$ cat src/twwf_pkg.sv
`default_nettype none
// ----------------------------------------------------------------------------
// twwf_pkg
// Shared types and character codes of the text word wrap formatter.
// ----------------------------------------------------------------------------
package twwf_pkg;

  localparam int CHAR_W = 7;
  localparam int CODE_W = 8;
  localparam int COL_W  = 8;

  localparam logic [CHAR_W-1:0] LINE_WIDTH_RESET = 7'd78;

  localparam logic [CHAR_W-1:0] CH_NUL   = 7'h00;
  localparam logic [CHAR_W-1:0] CH_BS    = 7'h08;
  localparam logic [CHAR_W-1:0] CH_LF    = 7'h0A;
  localparam logic [CHAR_W-1:0] CH_CR    = 7'h0D;
  localparam logic [CHAR_W-1:0] CH_SP    = 7'h20;
  localparam logic [CHAR_W-1:0] CH_EXCL  = 7'h21;
  localparam logic [CHAR_W-1:0] CH_DQUOT = 7'h22;
  localparam logic [CHAR_W-1:0] CH_SQUOT = 7'h27;
  localparam logic [CHAR_W-1:0] CH_COMMA = 7'h2C;
  localparam logic [CHAR_W-1:0] CH_DOT   = 7'h2E;
  localparam logic [CHAR_W-1:0] CH_QUEST = 7'h3F;
  localparam logic [CHAR_W-1:0] CH_AT    = 7'h40;
  localparam logic [CHAR_W-1:0] CH_BSL   = 7'h5C;
  localparam logic [CHAR_W-1:0] CH_CARET = 7'h5E;
  localparam logic [CHAR_W-1:0] CH_UNDER = 7'h5F;
  localparam logic [CHAR_W-1:0] CH_GRAVE = 7'h60;
  localparam logic [CHAR_W-1:0] CH_S     = 7'h73;
  localparam logic [CHAR_W-1:0] CH_BAR   = 7'h7C;
  localparam logic [CHAR_W-1:0] CH_TILDE = 7'h7E;
  localparam logic [CHAR_W-1:0] CH_CAP   = 7'h7F;
  localparam logic [CHAR_W-1:0] CASE_OFS = 7'h20;

  typedef struct packed {
    logic load;
    logic take;
    logic head;
    logic word;
    logic finish;
  } cmd_t;

  typedef struct packed {
    logic slot_any;
    logic take_flush;
    logic head_ok;
    logic emit_ok;
    logic last_index;
    logic hold_valid;
    logic out_free;
  } status_t;

endpackage
`default_nettype wire

$ cat src/twwf_in_if.sv
`default_nettype none
// ----------------------------------------------------------------------------
// twwf_in_if
// Input channel: one game text character item with its flags.
// ----------------------------------------------------------------------------
interface twwf_in_if;
  logic                        valid;
  logic                        ready;
  logic                        cmd;
  logic [twwf_pkg::CODE_W-1:0] char_code;
  logic                        side_channel;
  logic                        plural;

  modport source (output valid, cmd, char_code, side_channel, plural, input ready);
  modport sink   (input valid, cmd, char_code, side_channel, plural, output ready);
endinterface
`default_nettype wire

$ cat src/twwf_out_if.sv
`default_nettype none
// ----------------------------------------------------------------------------
// twwf_out_if
// Output channel: one console character item.
// ----------------------------------------------------------------------------
interface twwf_out_if;
  logic                        valid;
  logic                        ready;
  logic [twwf_pkg::CHAR_W-1:0] out_char;
  logic                        last_of_run;

  modport source (output valid, out_char, last_of_run, input ready);
  modport sink   (input valid, out_char, last_of_run, output ready);
endinterface
`default_nettype wire

$ cat src/twwf_ctrl.sv
`default_nettype none
// ----------------------------------------------------------------------------
// twwf_ctrl
// Sequencer: takes an item, runs its character steps and word flushes,
// then closes the run.
// ----------------------------------------------------------------------------
module twwf_ctrl (
  input  wire logic              clk,
  input  wire logic              rst,
  input  wire logic              in_valid,
  output logic                   in_ready,
  input  wire twwf_pkg::status_t status,
  output twwf_pkg::cmd_t         cmd
);

  localparam logic [1:0] S_IDLE = 2'd0;
  localparam logic [1:0] S_ACC  = 2'd1;
  localparam logic [1:0] S_HEAD = 2'd2;
  localparam logic [1:0] S_WORD = 2'd3;

  logic [1:0] state;
  logic [1:0] state_next;

  always_comb begin
    state_next = state;
    cmd        = '0;
    in_ready   = (state == S_IDLE);
    unique case (state)
      S_IDLE: begin
        if (in_valid) begin
          cmd.load   = 1'b1;
          state_next = S_ACC;
        end
      end
      S_ACC: begin
        if (status.slot_any) begin
          cmd.take = 1'b1;
          if (status.take_flush) begin
            state_next = S_HEAD;
          end
        end else if (!status.hold_valid) begin
          state_next = S_IDLE;
        end else if (status.out_free) begin
          cmd.finish = 1'b1;
          state_next = S_IDLE;
        end
      end
      S_HEAD: begin
        if (status.head_ok) begin
          cmd.head   = 1'b1;
          state_next = S_WORD;
        end
      end
      S_WORD: begin
        if (status.emit_ok) begin
          cmd.word = 1'b1;
          if (status.last_index) begin
            state_next = S_ACC;
          end
        end
      end
      default: state_next = S_IDLE;
    endcase
  end

  always_ff @(posedge clk) begin
    if (rst) begin
      state <= S_IDLE;
    end else begin
      state <= state_next;
    end
  end

  a_cmd_onehot: assert property (@(posedge clk) disable iff (rst)
    $onehot0({cmd.load, cmd.take, cmd.head, cmd.word, cmd.finish}))
    else $error("more than one datapath command at once");

  a_word_room: assert property (@(posedge clk) disable iff (rst)
    cmd.word |-> status.emit_ok)
    else $error("word character emitted without output room");

  a_idle_drained: assert property (@(posedge clk) disable iff (rst)
    (state == S_IDLE) |-> !status.hold_valid)
    else $error("idle with an undelivered character held");

endmodule
`default_nettype wire

$ cat src/twwf_dp.sv
`default_nettype none
// ----------------------------------------------------------------------------
// twwf_dp
// Datapath: character cleanup, word store, column tracking and the
// output stage with one held character for marking the end of a run.
// ----------------------------------------------------------------------------
module twwf_dp #(
  parameter int WORD_LIMIT = 60
) (
  input  wire logic                        clk,
  input  wire logic                        rst,
  input  wire twwf_pkg::cmd_t              cmd,
  output twwf_pkg::status_t                status,
  input  wire logic                        in_cmd,
  input  wire logic [twwf_pkg::CODE_W-1:0] in_char_code,
  input  wire logic                        in_side_channel,
  input  wire logic                        in_plural,
  input  wire logic                        cfg_we,
  input  wire logic [twwf_pkg::CHAR_W-1:0] cfg_data,
  twwf_out_if.source                       out_ch
);

  localparam int DEPTH = WORD_LIMIT + 1;
  localparam int IDX_W = $clog2(DEPTH);
  localparam int LEN_W = $clog2(DEPTH + 1);
  localparam int CW    = twwf_pkg::CHAR_W;
  localparam int SUM_W = twwf_pkg::COL_W + 1;

  logic [CW-1:0]                 line_width;
  logic                          cap;
  logic [CW-1:0]                 prev;
  logic [LEN_W-1:0]              len;
  logic [twwf_pkg::COL_W-1:0]    column;
  logic [IDX_W-1:0]              idx;
  logic [CW-1:0]                 first_char;
  logic                          pre_valid;
  logic [CW-1:0]                 pre_char;
  logic                          main_valid;
  logic [CW-1:0]                 main_char;
  logic [CW-1:0]                 mem [DEPTH];
  logic [CW-1:0]                 rd_data;
  logic                          hold_valid;
  logic [CW-1:0]                 hold_char;
  logic                          out_valid;
  logic [CW-1:0]                 out_char;
  logic                          out_last;

  logic                          cap_next;
  logic                          col_reset;
  logic                          dec_pre_v;
  logic [CW-1:0]                 dec_pre_c;
  logic                          dec_main_v;
  logic [CW-1:0]                 dec_c;
  logic [CW-1:0]                 x;
  logic                          bar_skip;
  logic                          wrap;
  logic                          head_emit;
  logic                          out_free;
  logic                          emit_ok;
  logic                          emit_en;
  logic [CW-1:0]                 emit_char;
  logic [LEN_W-1:0]              rd_addr;
  logic [twwf_pkg::COL_W-1:0]    bumped;
  logic [twwf_pkg::COL_W-1:0]    col_word_next;
  logic                          last_index;

  function automatic logic is_letter(input logic [CW-1:0] c);
    return ((c >= 7'h41) && (c <= 7'h5A)) || ((c >= 7'h61) && (c <= 7'h7A));
  endfunction

  // item decode
  always_comb begin
    dec_c      = in_char_code[CW-1:0];
    cap_next   = cap;
    col_reset  = 1'b0;
    dec_pre_v  = 1'b0;
    dec_pre_c  = twwf_pkg::CH_LF;
    dec_main_v = 1'b0;
    if (dec_c == twwf_pkg::CH_CAP) begin
      cap_next = 1'b1;
    end else if (dec_c == twwf_pkg::CH_NUL) begin
      col_reset = 1'b1;
    end else if (!in_side_channel) begin
      if (dec_c == twwf_pkg::CH_CARET) begin
        dec_c = twwf_pkg::CH_LF;
      end
      if (dec_c == twwf_pkg::CH_AT) begin
        dec_c = in_plural ? twwf_pkg::CH_NUL : twwf_pkg::CH_S;
      end
      if (cap) begin
        if ((dec_c > twwf_pkg::CH_GRAVE) && (dec_c < twwf_pkg::CH_BAR)) begin
          dec_c    = dec_c - twwf_pkg::CASE_OFS;
          cap_next = 1'b0;
        end else if (((dec_c > twwf_pkg::CH_AT) && (dec_c < twwf_pkg::CH_BSL)) ||
                     (dec_c == twwf_pkg::CH_SQUOT) || (dec_c == twwf_pkg::CH_DQUOT)) begin
          cap_next = 1'b0;
        end
      end
      if ((dec_c == twwf_pkg::CH_TILDE) || (dec_c == twwf_pkg::CH_EXCL) ||
          (dec_c == twwf_pkg::CH_DOT) || (dec_c == twwf_pkg::CH_QUEST) ||
          (dec_c == twwf_pkg::CH_LF)) begin
        cap_next = 1'b1;
      end
      if (dec_c == twwf_pkg::CH_CR) begin
        dec_c = twwf_pkg::CH_LF;
      end
      if (((dec_c == twwf_pkg::CH_LF) || (dec_c == twwf_pkg::CH_SP)) && (dec_c == prev)) begin
        dec_c = twwf_pkg::CH_NUL;
      end
      if (dec_c == twwf_pkg::CH_TILDE) begin
        if (prev != twwf_pkg::CH_LF) begin
          dec_pre_v = 1'b1;
          dec_pre_c = twwf_pkg::CH_LF;
        end
        dec_c = twwf_pkg::CH_LF;
      end
      if (dec_c == twwf_pkg::CH_UNDER) begin
        dec_c = twwf_pkg::CH_SP;
      end
      if (dec_c != twwf_pkg::CH_NUL) begin
        dec_main_v = 1'b1;
        if (((prev == twwf_pkg::CH_COMMA) || (prev == twwf_pkg::CH_DOT) ||
             (prev == twwf_pkg::CH_EXCL) || (prev == twwf_pkg::CH_QUEST)) &&
            is_letter(dec_c)) begin
          dec_pre_v = 1'b1;
          dec_pre_c = twwf_pkg::CH_SP;
        end
      end
    end
  end

  // character step and flush support
  always_comb begin
    x          = pre_valid ? pre_char : main_char;
    bar_skip   = (prev == twwf_pkg::CH_BAR);
    wrap       = ((SUM_W'(column) + SUM_W'(len)) > SUM_W'(line_width));
    head_emit  = wrap && (first_char != twwf_pkg::CH_LF);
    out_free   = !out_valid || out_ch.ready;
    emit_ok    = !hold_valid || out_free;
    emit_en    = (cmd.head && head_emit) || cmd.word;
    emit_char  = cmd.word ? rd_data : twwf_pkg::CH_LF;
    rd_addr    = LEN_W'(idx) + (cmd.word ? LEN_W'(1) : LEN_W'(0));
    last_index = ((LEN_W'(idx) + LEN_W'(1)) == len);
    bumped     = (column == '1) ? column : column + 1'b1;
    if (rd_data == twwf_pkg::CH_LF) begin
      col_word_next = '0;
    end else if (rd_data == twwf_pkg::CH_BS) begin
      col_word_next = (bumped >= 2) ? bumped - 2'd2 : '0;
    end else begin
      col_word_next = bumped;
    end
  end

  always_comb begin
    status.slot_any   = pre_valid || main_valid;
    status.take_flush = !bar_skip && ((x == twwf_pkg::CH_SP) || (x == twwf_pkg::CH_BS) ||
                        (x == twwf_pkg::CH_LF) || (len == LEN_W'(WORD_LIMIT)));
    status.head_ok    = !head_emit || emit_ok;
    status.emit_ok    = emit_ok;
    status.last_index = last_index;
    status.hold_valid = hold_valid;
    status.out_free   = out_free;
  end

  // control state
  always_ff @(posedge clk) begin
    if (rst) begin
      line_width <= twwf_pkg::LINE_WIDTH_RESET;
      cap        <= 1'b0;
      prev       <= twwf_pkg::CH_NUL;
      len        <= '0;
      column     <= '0;
      idx        <= '0;
      pre_valid  <= 1'b0;
      main_valid <= 1'b0;
      hold_valid <= 1'b0;
      out_valid  <= 1'b0;
    end else begin
      if (cfg_we) begin
        line_width <= cfg_data;
      end
      if (cmd.load) begin
        if (in_cmd) begin
          prev       <= twwf_pkg::CH_LF;
          pre_valid  <= 1'b0;
          main_valid <= 1'b0;
        end else begin
          cap        <= cap_next;
          pre_valid  <= dec_pre_v;
          main_valid <= dec_main_v;
          if (col_reset) begin
            column <= '0;
          end
        end
      end
      if (cmd.take) begin
        prev <= x;
        if (pre_valid) begin
          pre_valid <= 1'b0;
        end else begin
          main_valid <= 1'b0;
        end
        if (!bar_skip) begin
          len <= len + 1'b1;
        end
      end
      if (cmd.head && wrap) begin
        column <= '0;
        prev   <= twwf_pkg::CH_LF;
      end
      if (cmd.word) begin
        prev   <= rd_data;
        column <= col_word_next;
        if (last_index) begin
          len <= '0;
          idx <= '0;
        end else begin
          idx <= idx + 1'b1;
        end
      end
      if (out_valid && out_ch.ready) begin
        out_valid <= 1'b0;
      end
      if (emit_en) begin
        if (hold_valid) begin
          out_valid <= 1'b1;
        end
        hold_valid <= 1'b1;
      end
      if (cmd.finish) begin
        out_valid  <= 1'b1;
        hold_valid <= 1'b0;
      end
    end
  end

  // payload
  always_ff @(posedge clk) begin
    if (cmd.load) begin
      pre_char  <= dec_pre_c;
      main_char <= dec_c;
    end
    if (cmd.take && !bar_skip && (len == '0)) begin
      first_char <= x;
    end
    if (emit_en) begin
      if (hold_valid) begin
        out_char <= hold_char;
        out_last <= 1'b0;
      end
      hold_char <= emit_char;
    end
    if (cmd.finish) begin
      out_char <= hold_char;
      out_last <= 1'b1;
    end
  end

  // word store
  always_ff @(posedge clk) begin
    if (cmd.take && !bar_skip) begin
      mem[len[IDX_W-1:0]] <= x;
    end
    if (rd_addr < LEN_W'(DEPTH)) begin
      rd_data <= mem[rd_addr[IDX_W-1:0]];
    end
  end

  assign out_ch.valid       = out_valid;
  assign out_ch.out_char    = out_char;
  assign out_ch.last_of_run = out_last;

endmodule
`default_nettype wire

$ cat src/text_word_wrap_formatter_unit.sv
`default_nettype none
// ----------------------------------------------------------------------------
// text_word_wrap_formatter_unit
// Game text to console formatter with word buffering and line wrap.
// ----------------------------------------------------------------------------
// One item is taken at a time. An item runs through an accept step, one
// step per character it takes toward the word store (an inserted space or
// paragraph line feed adds one) and a closing step. Each word that an item
// completes adds a line check step and then a read of each stored
// character in turn; the word store is read one entry per cycle while the
// output side has room.
// The output register and one held character decouple the output side;
// a stalled output holds the sequencer. The word store needs no clearing.
module text_word_wrap_formatter_unit #(
  parameter int WORD_LIMIT = 60
) (
  input  wire logic                        clk,
  input  wire logic                        rst,
  twwf_in_if.sink                          in_ch,
  twwf_out_if.source                       out_ch,
  input  wire logic                        cfg_we,
  input  wire logic [twwf_pkg::CHAR_W-1:0] cfg_data
);

  twwf_pkg::cmd_t    cmd;
  twwf_pkg::status_t status;
  logic              in_ready;

  twwf_ctrl u_ctrl (
    .clk      (clk),
    .rst      (rst),
    .in_valid (in_ch.valid),
    .in_ready (in_ready),
    .status   (status),
    .cmd      (cmd)
  );

  twwf_dp #(
    .WORD_LIMIT (WORD_LIMIT)
  ) u_dp (
    .clk             (clk),
    .rst             (rst),
    .cmd             (cmd),
    .status          (status),
    .in_cmd          (in_ch.cmd),
    .in_char_code    (in_ch.char_code),
    .in_side_channel (in_ch.side_channel),
    .in_plural       (in_ch.plural),
    .cfg_we          (cfg_we),
    .cfg_data        (cfg_data),
    .out_ch          (out_ch)
  );

  assign in_ch.ready = in_ready;

endmodule
`default_nettype wire

$ cat src/flat_wrapper.sv
// flat-port wrapper written by rule: the top's interface ports become plain ports
module text_word_wrap_formatter_unit_flat 
#(
  parameter int WORD_LIMIT = 60
)
  (clk, rst, cfg_we, cfg_data, in_ch_valid, in_ch_cmd, in_ch_char_code, in_ch_side_channel, in_ch_plural, in_ch_ready, out_ch_valid, out_ch_out_char, out_ch_last_of_run, out_ch_ready);
  twwf_in_if in_ch_i ();
  twwf_out_if out_ch_i ();
  input  wire logic clk;
  input  wire logic rst;
  input  wire logic cfg_we;
  input  wire logic [twwf_pkg::CHAR_W-1:0] cfg_data;
  input wire logic [$bits(in_ch_i.valid)-1:0] in_ch_valid;
  input wire logic [$bits(in_ch_i.cmd)-1:0] in_ch_cmd;
  input wire logic [$bits(in_ch_i.char_code)-1:0] in_ch_char_code;
  input wire logic [$bits(in_ch_i.side_channel)-1:0] in_ch_side_channel;
  input wire logic [$bits(in_ch_i.plural)-1:0] in_ch_plural;
  output wire logic [$bits(in_ch_i.ready)-1:0] in_ch_ready;
  output wire logic [$bits(out_ch_i.valid)-1:0] out_ch_valid;
  output wire logic [$bits(out_ch_i.out_char)-1:0] out_ch_out_char;
  output wire logic [$bits(out_ch_i.last_of_run)-1:0] out_ch_last_of_run;
  input wire logic [$bits(out_ch_i.ready)-1:0] out_ch_ready;
  assign in_ch_i.valid = in_ch_valid;
  assign in_ch_i.cmd = in_ch_cmd;
  assign in_ch_i.char_code = in_ch_char_code;
  assign in_ch_i.side_channel = in_ch_side_channel;
  assign in_ch_i.plural = in_ch_plural;
  assign in_ch_ready = in_ch_i.ready;
  assign out_ch_valid = out_ch_i.valid;
  assign out_ch_out_char = out_ch_i.out_char;
  assign out_ch_last_of_run = out_ch_i.last_of_run;
  assign out_ch_i.ready = out_ch_ready;
  text_word_wrap_formatter_unit #(.WORD_LIMIT(WORD_LIMIT)) u_core (.clk(clk), .rst(rst), .in_ch(in_ch_i), .out_ch(out_ch_i), .cfg_we(cfg_we), .cfg_data(cfg_data));
endmodule
$ cat config.mk
export PLATFORM = sky130hd
export DESIGN_NAME = text_word_wrap_formatter_unit_flat
export DESIGN_NICKNAME = d
export VERILOG_FILES = /design/src/twwf_pkg.sv /design/src/twwf_in_if.sv /design/src/twwf_out_if.sv /design/src/twwf_ctrl.sv /design/src/twwf_dp.sv /design/src/text_word_wrap_formatter_unit.sv /design/src/flat_wrapper.sv
export SDC_FILE = /design/constraint.sdc
export NUM_CORES = 1
export LEC_CHECK = 0
export BUFFER_PORTS_ARGS = -buffer_cell sky130_fd_sc_hd__buf_4
export CORE_AREA = 3 3 220 222
export DETAILED_ROUTE_END_ITERATION = 8
export DIE_AREA = 0 0 223 225
export MAX_ROUTING_LAYER = met4
export RECOVER_POWER = 50
export SETUP_SLACK_MARGIN = 0.5
export SYNTH_ARGS = -nofsm -noshare
export SYNTH_HDL_FRONTEND = slang
export SYNTH_SLANG_ARGS = --single-unit
$ cat constraint.sdc
create_clock -name clk -period 5.4 [get_ports clk]
set_clock_uncertainty 0.05 [all_clocks]
set_input_delay 0.27 -clock clk [delete_from_list [all_inputs] [get_ports clk]]
set_output_delay 0.27 -clock clk [all_outputs]
set_load 0.1 [all_outputs]
======== Word level (Yosys, flattened, before mapping) ========
Memory sizes are Yosys's and may differ from the RTL's. A register that Yosys moved wholly into a read port is not among the register bits.
Index checks and enable logic that the tools add are counted.
Widths: inputs -> output; s select.
operators by class
  $lt $le $gt $ge ......................... 11
  add/sub/neg operators ................... 7
  equality and inequality tests ........... 43
  multiplexer cells ....................... 113
  reductions and logical operators ........ 54
  bitwise gates (word level) .............. 2
operator list
  operator             number
  $mux 7               42
  $eq 7x6->1 const B   11
  $mux 8               9
  $eq 7x4->1 const B   7
  $eq 7x7->1 const B   7
  $mux 1               47
  $mux 6               6
  $logic_or 1x1->1     19
  $mux 2               8
  $ge 7x7->1 const B   2
  $gt 7x7->1 const B   2
  $le 7x7->1 const B   2
  $lt 7x7->1 const B   2
  $ne 7x4->1 const B   2
  $logic_and 1x1->1    13
  $add 6x1->6 const B  2
  $add 8x6->9          1
  $gt 9x7->1           1
  $add 8x1->8 const B  1
  $eq 8x8->1 const B   1
  $ge 8x2->1 const B   1
  $ne 2x2->1 const B   4
  $pmux 2 s4           1
  $reduce_bool 4->1    2
  other kinds (27)     37
storage, ports and cells
  register bits ........................... 77
  word-level logic and storage cells ...... 248
  bits in writable memories ............... 427
  memories kept ........................... 1
  output and inout port bits .............. 10
  bits of input ports ..................... 23
memory list
  name             depth  width  read ports  clocked after Yosys merged registers in  wr ports  RTL line       text
  u_core.u_dp.mem  61     7      1           1                                        1         twwf_dp.sv:40  logic [CW-1:0] mem [DEPTH];

======== Longest topological paths before layout ========
  depth after elaboration ................. 52
  mapped depth ............................ 16
  mapped depth without buffers ............ 15

======== Modules after synthesis ========
From an unflattened synthesis, not the netlist that was laid out.
second synthesis, totals
  cells, all modules ...................... 1,301
  area total of the unflattened synthesis .. 21,887.2 µm²
modules (own cells, without submodules)
  module     cells each  times used  area an instance (µm²)  seq. area each (µm²)
  twwf_dp    1,272       1           21,635.8                14,734.1
  twwf_ctrl  29          1           251.5                   40.0

======== Least setup slack after synthesis ========
Ideal clock, no wire load.
  path type ............................... reg2reg
  start ................................... reg u_core.u_dp.out_valid, in the netlist u_core.u_dp.out_ch.valid
  end ..................................... reg u_core.u_dp.rd_data[0], read port of u_core.u_dp.mem, data pin
  cell stages (with the launch flop) ...... 13
  library setup time ...................... 0.272 ns
  clock period less this slack ............ 4.724 ns
  arrival time ............................ 4.402 ns
  setup slack ............................. 0.676 ns
  buffers on the path ..................... 3
  data required time ...................... 5.078 ns
  path through ............................ dfxtp_1 nor2b_1 nand2_1 nand2_1 clkinv_1 ha_1 ha_1 clkbuf_1 clkbuf_1 clkbuf_1 mux4_2 mux4_2 mux4_2
RTL lines
  element                 RTL line        text
  start, declared         twwf_dp.sv:44   logic out_valid;
  start signal, assigned  twwf_dp.sv:177  out_valid <= 1'b0;
  start signal, assigned  twwf_dp.sv:222  out_valid <= 1'b0;
  start signal, assigned  twwf_dp.sv:226  out_valid <= 1'b1;
  end, declared           twwf_dp.sv:41   logic [CW-1:0] rd_data;

======== Worst setup path after layout ========
  start ................................... reg u_core.u_dp.pre_valid
  end ..................................... reg u_core.u_ctrl.state[1]
between the ends
  cells in the longest elaborated chain, start to end .. 8
  elaborated cells between the ends (all ways) .. 14
  classes of those cells .................. 5 x eq/ne; 3 x mux; 6 x reduce/logical
RTL lines
  element                                   RTL line         text
  start, declared                           twwf_dp.sv:36    logic pre_valid;
  start signal, assigned                    twwf_dp.sv:189   pre_valid <= dec_pre_v;
  $mux 7 (*)                                twwf_dp.sv:134   x = pre_valid ? pre_char : main_char;
  net u_core.u_dp.x[4]                      twwf_dp.sv:54    logic [CW-1:0] x;
  $eq 7x6->1 or $eq 7x4->1 (tied branches)  twwf_dp.sv:156   status.take_flush = !bar_skip && ((x == twwf_pkg::CH_SP) || (x == twwf_pkg::CH_BS) ||
  $logic_or 1x1->1                          twwf_dp.sv:156
  $logic_or 1x1->1 (*)                      twwf_dp.sv:156
  $logic_or 1x1->1 (*)                      twwf_dp.sv:157   (x == twwf_pkg::CH_LF) || (len == LEN_W'(WORD_LIMIT)));
  $logic_and 1x1->1 (*)                     twwf_dp.sv:156
  $ne 3x3->1 (no line) (*)                  --
  $reduce_and 6->1 (no line) (*)            --
  end signal, assigned                      twwf_ctrl.sv:70  state <= state_next;
  end, declared                             twwf_ctrl.sv:21  logic [1:0] state;
The timed path passes the listed nets; every way through them passes the cells marked *.
A chain may end at the register's enable or synchronous reset.

==> results.ini <==
[pwr]
power_density_nw_per_um2 = 344
p_leak_nw = 7.73
fin_total_pwr_mw = 8.47
ir_drop_uv = 285

[final_layout]
syn_to_final_growth_pct = 12.9
fillers = 3713
layout.nets = 1401
final_cell_area_um2 = 24600
most-common-layout-cells = 464 x edfxtp_1, 141 x mux4_2, 124 x nor2_1
layout-drive-gt1-share = 0.203
stdcell_count = 1999
antenna_cells = 0
final_common_cell = edfxtp_1

[floorplanning]
start_util = 0.468
pin_count = 33
chipHeight_um = 225
die_w_um = 223
fp.coreArea_um2 = 46600
dieArea_um2 = 50200
rows = 79

[yosys]
yosysWarnings = 0
ys_ff_latch = 506
synth.distinct_cells = 82
synth_edf_count = 464
synth_fp_nets = 1345
synth_cells = 1294
yosys_most_used_dff = edfxtp_1
synth_area_um2 = 21800
synth.avg_cell_area_um2 = 16.8
ys_async_sr_fraction = 0
seq_area_frac_synth = 0.678

[setup_path]
path_common_cell = a31o_2
critPathMaxStageDelay_ns = 2.17
cp_slowest_cell = clkbuf_1
arrival_ns = 4.89
cp.required_ns = 5.84
cp_top_family = buffers and inverters
crit_path_max_fanout = 64
cp_cell_sequence = nor2b_4 -> clkbuf_1 -> nor4_1 -> nor2b_1 -> o21ai_0 -> a221o_1 -> a31o_2 -> nor3_1 -> a31o_2
end_kind = flip-flop
crit_type = reg2reg
worstSetupStartpointType = flip-flop
cp.buffers_inverters = 1

[clocking]
clockBufferDepth = 3
htree_num_levels = 2
cts_root_buf = clkbuf_16
numCtsBuffers = 51
cts_tree = yes
clkTransAtPathRegs_ns = 0.06
cts_resized = 0
clock-sinks = 506
post_cts_buffers = 0
worstSkewPairLatency_ns = 0.61

[worst_hold_path]
hold_class = in2reg

[sta]
hold_violations = 0
rsz0062_at_grt = false
timing.final.crit_share = 0.824
relSlewSlack = -1.09
fmax_mhz = 225
tns_ns = 0
worst_pin_slew_ns = 3.13
slew_viol_final = 352
min_period_ns = 4.45
worst_slack_ns = 0.951
setup_viol = 0

[place]
place_area_um2 = 22800
gp_congestion = 0.889
dp_worst_setup_slack_ns = 1.22
port_buffers = 31
placedCellCount = 1882
post-dp-hpwl_um = 30000

[global_route]
grt_pass1_wl_um = 74200
grt_pass1_vias = 11739
grt_max_degree = 66
grtUsageTotal = 0.203
antenna_found_initial = 0
grt_overflow = 0

[detailed_routing]
avgViaCountPerCell = 5.88
num_vias = 11746
first_iter_violations = 1331
drt-pass1-iter-count = 5
drc = 0
avgRoutedWirePerCell_um = 24.6
drtAntennaViolNets = 0
wl_um = 49100

[run_status]
violations = max-capacitance violations, max-slew violations
status = finished, violations left

[flow_run]
maxCapViolations = 6

==> layout make-up <==
cell class	count	area (µm²)	share of cell area
Sequential cell	506	14800	0.600
Multi-Input combinational cell	690	6670	0.271
Clock buffer	67	1410	0.0573
Tap cell	607	759	0.0309
Timing Repair Buffer	76	608	0.0247
Clock inverter	28	294	0.0120
Inverter	25	93.8	0.00381
==> metrics by stage <==
step                utilization  hold WS, ns
floorplan                     -        0.346
global placement          0.489        0.358
detailed placement        0.489        0.362
CTS                       0.530       0.0181
global route              0.528       0.0431
finish                    0.528       0.0423
==> where the power goes <==
| part | internal, mW | switching (mW) |
|---|---|---|
| registers | 4.43 | 0.0292 |
| logic | 0.123 | 0.327 |
| clock network | 2.08 | 1.48 |
==> final timing paths <==
path                                           from                                       end  slack, ns  cells after the start
max                u_core.u_dp.pre_valid$_SDFF_PP0_       u_core.u_ctrl.state[1]$_SDFFE_PP0P_       0.95                      9
min                                       in_ch_cmd          u_core.u_dp.pre_valid$_SDFF_PP0_       0.04                      4
max reg2reg        u_core.u_dp.pre_valid$_SDFF_PP0_       u_core.u_ctrl.state[1]$_SDFFE_PP0P_       0.95                      9
min reg2reg  u_core.u_dp.hold_char[6]$_SDFFCE_PN0N_  u_core.u_dp.out_ch.out_char[6]$_DFFE_PP_       0.37                      0
==> state kept, by name, summed over array words and instances (netlist names), 6 cells and up <==
register	count
u_core.u_dp.mem	427
u_core.u_dp.column	8
u_core.u_dp.first_char	7
u_core.u_dp.hold_char	7
u_core.u_dp.line_width	7
u_core.u_dp.main_char	7
u_core.u_dp.out_ch.out_char	7
u_core.u_dp.prev	7
u_core.u_dp.rd_data	7
u_core.u_dp.idx	6
u_core.u_dp.len	6
==> cells in the mapped netlist, drive strengths merged (23+ instances only) <==
master | instances | area share
nand2 | 60 | 0.010
clkbuf | 46 | 0.0079
edfxtp | 464 | 0.64
buf | 27 | 0.0067
inv | 24 | 0.0041
o21ai | 28 | 0.0064
mux4 | 141 | 0.15
nor2 | 125 | 0.022
xnor2 | 23 | 0.0092
dfxtp | 42 | 0.039
ha | 27 | 0.016
nand3 | 31 | 0.0071
a21oi | 42 | 0.010
==> metal layers <==
| layer | up-vias | global-route usage | part of all wire |
|---|---|---|---|
| met5 | - | - | 0 |
| met3 | 56 | 0.0331 | 0.055 |
| met1 | 6077 | 0.282 | 0.44 |
| li1 | 5283 | - | - |
| met2 | 330 | 0.324 | 0.49 |
| met4 | 0 | 0.0431 | 0.015 |
==> cell families (layout without fill, tap and decap cells) <==
kind of cell | count (synthesis) | count (layout) | share of synthesized area
simple gates | 331 | 331 | 0.0753
compound gates | 145 | 145 | 0.0460
xor+xnor | 35 | 35 | 0.0147
mux | 151 | 151 | 0.151
buf+inv | 98 | 196 | 0.0189
fa+ha+maj | 28 | 28 | 0.0164
flops | 506 | 506 | 0.678
==> worst min-delay path: stages <==
cell and delay [ns]:
buf_4 0.10, inv_1 0.04, a31oi_1 0.16, a2111oi_2 0.06
==> what timing repair did <==
action / CTS / global route
setup endpoints to repair: 0 / 0
endpoints found under the hold margin: 11 / 0
hold buffers: 22 / 0
Note: power is estimated with default switching activity, not from simulation.
